$ cat src/sv/tcw_pkg.sv
// ============================================================================
// tcw_pkg
// shared types and fixed field widths of the text console writer
// ============================================================================
package tcw_pkg;

    localparam int CMD_W   = 2;
    localparam int CHAR_W  = 8;
    localparam int IDX_W   = 11;
    localparam int CELL_W  = 16;
    localparam int COLOR_W = 4;
    localparam int ATTR_W  = 2 * COLOR_W;

    localparam logic [CHAR_W-1:0] NEWLINE_CODE = 8'h0A;
    localparam logic [CHAR_W-1:0] SPACE_CODE   = 8'h20;

    // blank cell after reset: space, light gray on black
    localparam logic [CELL_W-1:0] RESET_CELL   = 16'h0720;
    localparam logic [COLOR_W-1:0] RESET_FOREGROUND = 4'h7;
    localparam logic [COLOR_W-1:0] RESET_BACKGROUND = 4'h0;

    typedef enum logic [CMD_W-1:0] {
        CMD_PRINT = 2'd0,
        CMD_READ  = 2'd1,
        CMD_CLEAR = 2'd2,
        CMD_NOP   = 2'd3
    } cmd_t;

    localparam int CFG_INDEX_W = 1;

    typedef enum logic [CFG_INDEX_W-1:0] {
        CFG_FOREGROUND = 1'b0,
        CFG_BACKGROUND = 1'b1
    } cfg_reg_t;

    // cursor update requests from the controller
    typedef struct packed {
        logic home;
        logic next_line;
        logic advance;
    } cursor_op_t;

endpackage

$ cat src/sv/tcw_cursor.sv
// ============================================================================
// tcw_cursor
// cursor row, column and row base; gives current and next linear index
// ============================================================================
module tcw_cursor
    import tcw_pkg::*;
#(
    parameter int COLUMNS = 80,
    parameter int ROWS    = 25
) (
    input  logic                                 clk,
    input  logic                                 rst_n,
    input  cursor_op_t                           op,
    output logic                                 last_row,
    output logic                                 wrap_due,
    output logic [$clog2(ROWS*COLUMNS+1)-1:0]    cur_index,
    output logic [$clog2(ROWS*COLUMNS+1)-1:0]    next_index
);

    localparam int IW = $clog2(ROWS * COLUMNS + 1);
    localparam int CW = $clog2(COLUMNS + 1);
    localparam int RW = $clog2(ROWS);

    logic [CW-1:0] col_reg, col_next;
    logic [RW-1:0] row_reg, row_next;
    logic [IW-1:0] base_reg, base_next;

    assign last_row = (row_reg == RW'(ROWS - 1));
    assign wrap_due = (col_reg >= CW'(COLUMNS));

    always_comb
    begin
        col_next  = col_reg;
        row_next  = row_reg;
        base_next = base_reg;
        priority if (op.home)
        begin
            col_next  = '0;
            row_next  = '0;
            base_next = '0;
        end
        else if (op.next_line)
        begin
            col_next = '0;
            if (!last_row)
            begin
                row_next  = row_reg + RW'(1);
                base_next = base_reg + IW'(COLUMNS);
            end
        end
        else if (op.advance)
        begin
            col_next = col_reg + CW'(1);
        end
    end

    assign cur_index  = base_reg + IW'(col_reg);
    assign next_index = base_next + IW'(col_next);

    always_ff @(posedge clk or negedge rst_n)
    begin
        if (!rst_n)
        begin
            col_reg  <= '0;
            row_reg  <= '0;
            base_reg <= '0;
        end
        else
        begin
            col_reg  <= col_next;
            row_reg  <= row_next;
            base_reg <= base_next;
        end
    end

endmodule

$ cat config.mk
export PLATFORM = sky130hd
export DESIGN_NAME = tcw_cursor
export DESIGN_NICKNAME = d
export VERILOG_FILES = /design/src/sv/tcw_pkg.sv /design/src/sv/tcw_cursor.sv
export SDC_FILE = /design/constraint.sdc
export NUM_CORES = 1
export LEC_CHECK = 0
export BUFFER_PORTS_ARGS = -buffer_cell sky130_fd_sc_hd__buf_4
export CORE_UTILIZATION = 40
export DETAILED_ROUTE_END_ITERATION = 10
export PLACE_DENSITY = 0.58
export SETUP_SLACK_MARGIN = 0.3
export SLEW_MARGIN = 30
export SYNTH_ARGS = -nofsm -noshare
export SYNTH_HDL_FRONTEND = slang
export SYNTH_SLANG_ARGS = --single-unit
export TNS_END_PERCENT = 20
$ cat constraint.sdc
create_clock -name clk -period 3.1 [get_ports clk]
set_input_delay 0.155 -clock clk [delete_from_list [all_inputs] [get_ports clk]]
set_output_delay 0.155 -clock clk [all_outputs]
set_load 0.05 [all_outputs]
==> impl_metrics.json <==
{
  "outcome": "completed",
  "routed_wl_um": 4290,
  "finalPower_uw": 684,
  "yosysTopAreaCell": "dfrtp_1",
  "async_flop_share": 1.00,
  "fin_skew_ps": 0.415,
  "synth-main-ff-cell": "dfrtp_1",
  "grt_pass1_vias": 1401,
  "ys.warnings.count": 0,
  "swShare": 0.320,
  "drc": 0,
  "clk_pin_slew_ps": 80,
  "power_frac_seq": 0.468,
  "h-tree-depth": 1,
  "maxSlewViolCount": 0,
  "holdPathEnd": "row_reg[1]",
  "synthAdderAreaFrac": 0.156,
  "core-area_mm2": 0.00414,
  "syn_nets": 221,
  "r2r_start": "row_reg[1]",
  "regToRegSetupSlack_ps": 1330,
  "area_delta_synth_final_pct": 39.4,
  "clock_sinks": 23,
  "drtAntennaViolNets": 0,
  "fin_crit_ps": 3030,
  "fmax_ghz": 0.330,
  "min_from": "op[2]",
  "synthTopCellsByArea": "dfrtp_1, ha_1, xnor2_1",
  "min_path_cells": 3,
  "start_util": 0.430,
  "finalHoldViolations": 0,
  "syn_area_per_cell_um2": 9.13,
  "grt_max_degree": 24,
  "rsz0062_at_grt": "true",
  "hp-class": "primary input to flop",
  "hpwl_um": 3070,
  "synthXorXnorAreaFrac": 0.138,
  "die_w_um": 68.7,
  "yosysUniqueCellTypes": 36,
  "clkPwrFrac": 0.274,
  "synthesis.area_mm2": 0.00178,
  "critPathArrivalTime_ps": 2880,
  "place.port_buffers": 28,
  "cp-start-kind": "flop",
  "final_area_mm2": 0.00248,
  "max_cap_violations": 0,
  "cts_buffer_depth": 2,
  "synth_simple_gate_area_frac": 0.190,
  "syn-instance-count": 195,
  "drive_gt1_frac": 0.386,
  "clk_latency_ps": 260,
  "cp-end-kind": "output pin",
  "whs_ps": 289,
  "p_leak_uw": 0.00121,
  "reg2reg_depth": 7,
  "dpl_cell_area_mm2": 0.00214,
  "power.density_mw_per_mm2": 276,
  "max_slew.worst_pin.slew_ps": 412,
  "grt_overflow": 0,
  "synth_edf_count": 0,
  "grt_use_total": 0.188,
  "fin_crit_sh": 0.978,
  "p_comb_frac": 0.258,
  "worstPathMaxFanout": 3,
  "required_ps": 2940,
  "dieArea_mm2": 0.00472,
  "r2r_end": "base_reg[10]",
  "cts_buffers": 3,
  "n_fill_cell": 374,
  "ys_seq_elements": 23,
  "synth.area.mux_share": 0.00562,
  "final_cells": 291,
  "largest_register_ffs": 11,
  "routabilityCongestion": 0.763,
  "ios": 29,
  "worstSetupPathType": "flop to output pin",
  "slew_headroom": 0.725,
  "seq_area_frac_synth": 0.323,
  "power_switching_uw": 219,
  "viasPerCell": 5.16,
  "wire_per_inst_um": 14.8,
  "synth_top_cell_area_share": 0.323,
  "cts_tree": "built",
  "antenna_found_initial": 0,
  "vdd_drop_max_v": 0.000143,
  "setup_viol": 0,
  "clockRootBuffer": "clkbuf_8",
  "first_pass_iters": 4,
  "grt_pass1_wl_um": 6490,
  "place_inst": 275,
  "num_vias": 1503,
  "synth_top_family_by_area": "simple AND/OR/NAND/NOR gates",
  "fp-row-count": 23,
  "internal-power_uw": 465,
  "drt_iter0_drc": 33,
  "post-route-util": 0.599,
  "diodes": 0,
  "die_y_um": 68.7,
  "fin_nets": 268,
  "synth_compound_area_frac": 0.139
}
==> cell families (layout without fill, tap and decap cells) <==
group | Yosys count | after routing
AOI/OAI and AO/OA | 37 | 37
xor gates and xnor gates | 28 | 28
adders and majority gates | 21 | 21
buffers and inverters | 22 | 68
DFF | 23 | 23
muxes | 1 | 1
and+or+nand+nor | 63 | 63
==> Yosys cell counts, types with 2 or more instances <==
| cell type | number |
|---|---|
| dfrtp_1 | 23 |
| ha_1 | 19 |
| inv_1 | 19 |
| nor2_1 | 17 |
| nand2_1 | 14 |
| xnor2_1 | 14 |
| xor2_1 | 14 |
| a21oi_1 | 10 |
| o21ai_0 | 9 |
| nor2b_1 | 7 |
| nand4_1 | 5 |
| nand2b_1 | 4 |
| nand3_1 | 4 |
| a21o_1 | 3 |
| o21a_1 | 3 |
| or3_1 | 3 |
| a21boi_0 | 2 |
| a31oi_1 | 2 |
| clkbuf_1 | 2 |
| fa_1 | 2 |
| nor3_1 | 2 |
| o211ai_1 | 2 |
| or2_2 | 2 |
==> area by class of cell <==
class                           instances  area, µm²  area share
Multi-Input combinational cell        150       1360       0.549
Sequential cell                        23        576       0.232
Timing Repair Buffer                   45        363       0.146
Inverter                               19       71.3      0.0287
Tap cell                               50       62.6      0.0252
Clock buffer                            3       41.3      0.0166
Clock inverter                          1       5.00     0.00202
==> metal layers <==
metal  vias up  GRT usage  wire length (µm)
met5         -          0                 0
met4         0     0.0689                61
met3         5     0.0197               141
met2        24      0.317              2190
met1       723      0.247              1900
li1        751          -                 -
==> power groups by stage <==
stage               clock [µW]  combinational (µW)  sequential [µW]
CTS                        193                 171              320
global route               202                 190              322
global placement             0                 151              326
finish                     187                 177              320
floorplan                    0                 108              324
detailed placement           0                 153              326
==> through the flow <==
step,setup slack [ps],setup TNS [ps]
floorplan,131,0
global placement,153,0
detailed placement,104,0
CTS,-4.56,-4.56
global route,-84.8,-172
finish,66.8,0
==> repair_timing <==
action / CTS / global route
buffers inserted: 10 / 1
setup endpoints to repair: 7 / 11
pin swaps: 17 / 24
hold buffers: 1 / 0
hold endpoints to repair: 23 / 0
resized for setup: 24 / 24
==> worst max-delay path, stage by stage (launching register included) <==
cell	delay (ps)
dfrtp_1	370
inv_2	60
ha_1	260
mux2i_1	60
or2_4	260
inv_2	80
ha_4	210
a21oi_4	150
o21ai_2	100
or4_4	430
a31oi_4	220
nor3_4	90
xnor2_4	140
buf_6	170
==> placed cells by master, fill, tap and decap left out, drive strengths merged, types with 3 or more instances in the layout <==
cell type	synthesis	final
a21o	3	3
a21oi	11	11
buf	1	44
clkbuf	2	3
dfrtp	23	23
ha	19	19
inv	19	19
nand2	14	14
nand2b	5	5
nand3	4	4
nand4	5	5
nor2	17	17
nor2b	7	7
o21a	3	3
o21ai	10	10
or3	3	3
xnor2	14	14
xor2	14	14
==> how the worst max path moves through the flow <==
| stage | start | end | depth (start not counted) |
|---|---|---|---|
| 2_1_floorplan | col_reg[1] | next_index[6] | 10 |
| 3_3_place_gp | col_reg[1] | next_index[9] | 13 |
| 3_5_place_dp | col_reg[1] | next_index[9] | 13 |
| 4_1_cts | col_reg[0] | next_index[10] | 13 |
| 5_1_grt | row_reg[0] | next_index[9] | 14 |
| 6_report | col_reg[1] | next_index[9] | 13 |
No activity file was read; power rests on OpenSTA's default activity.
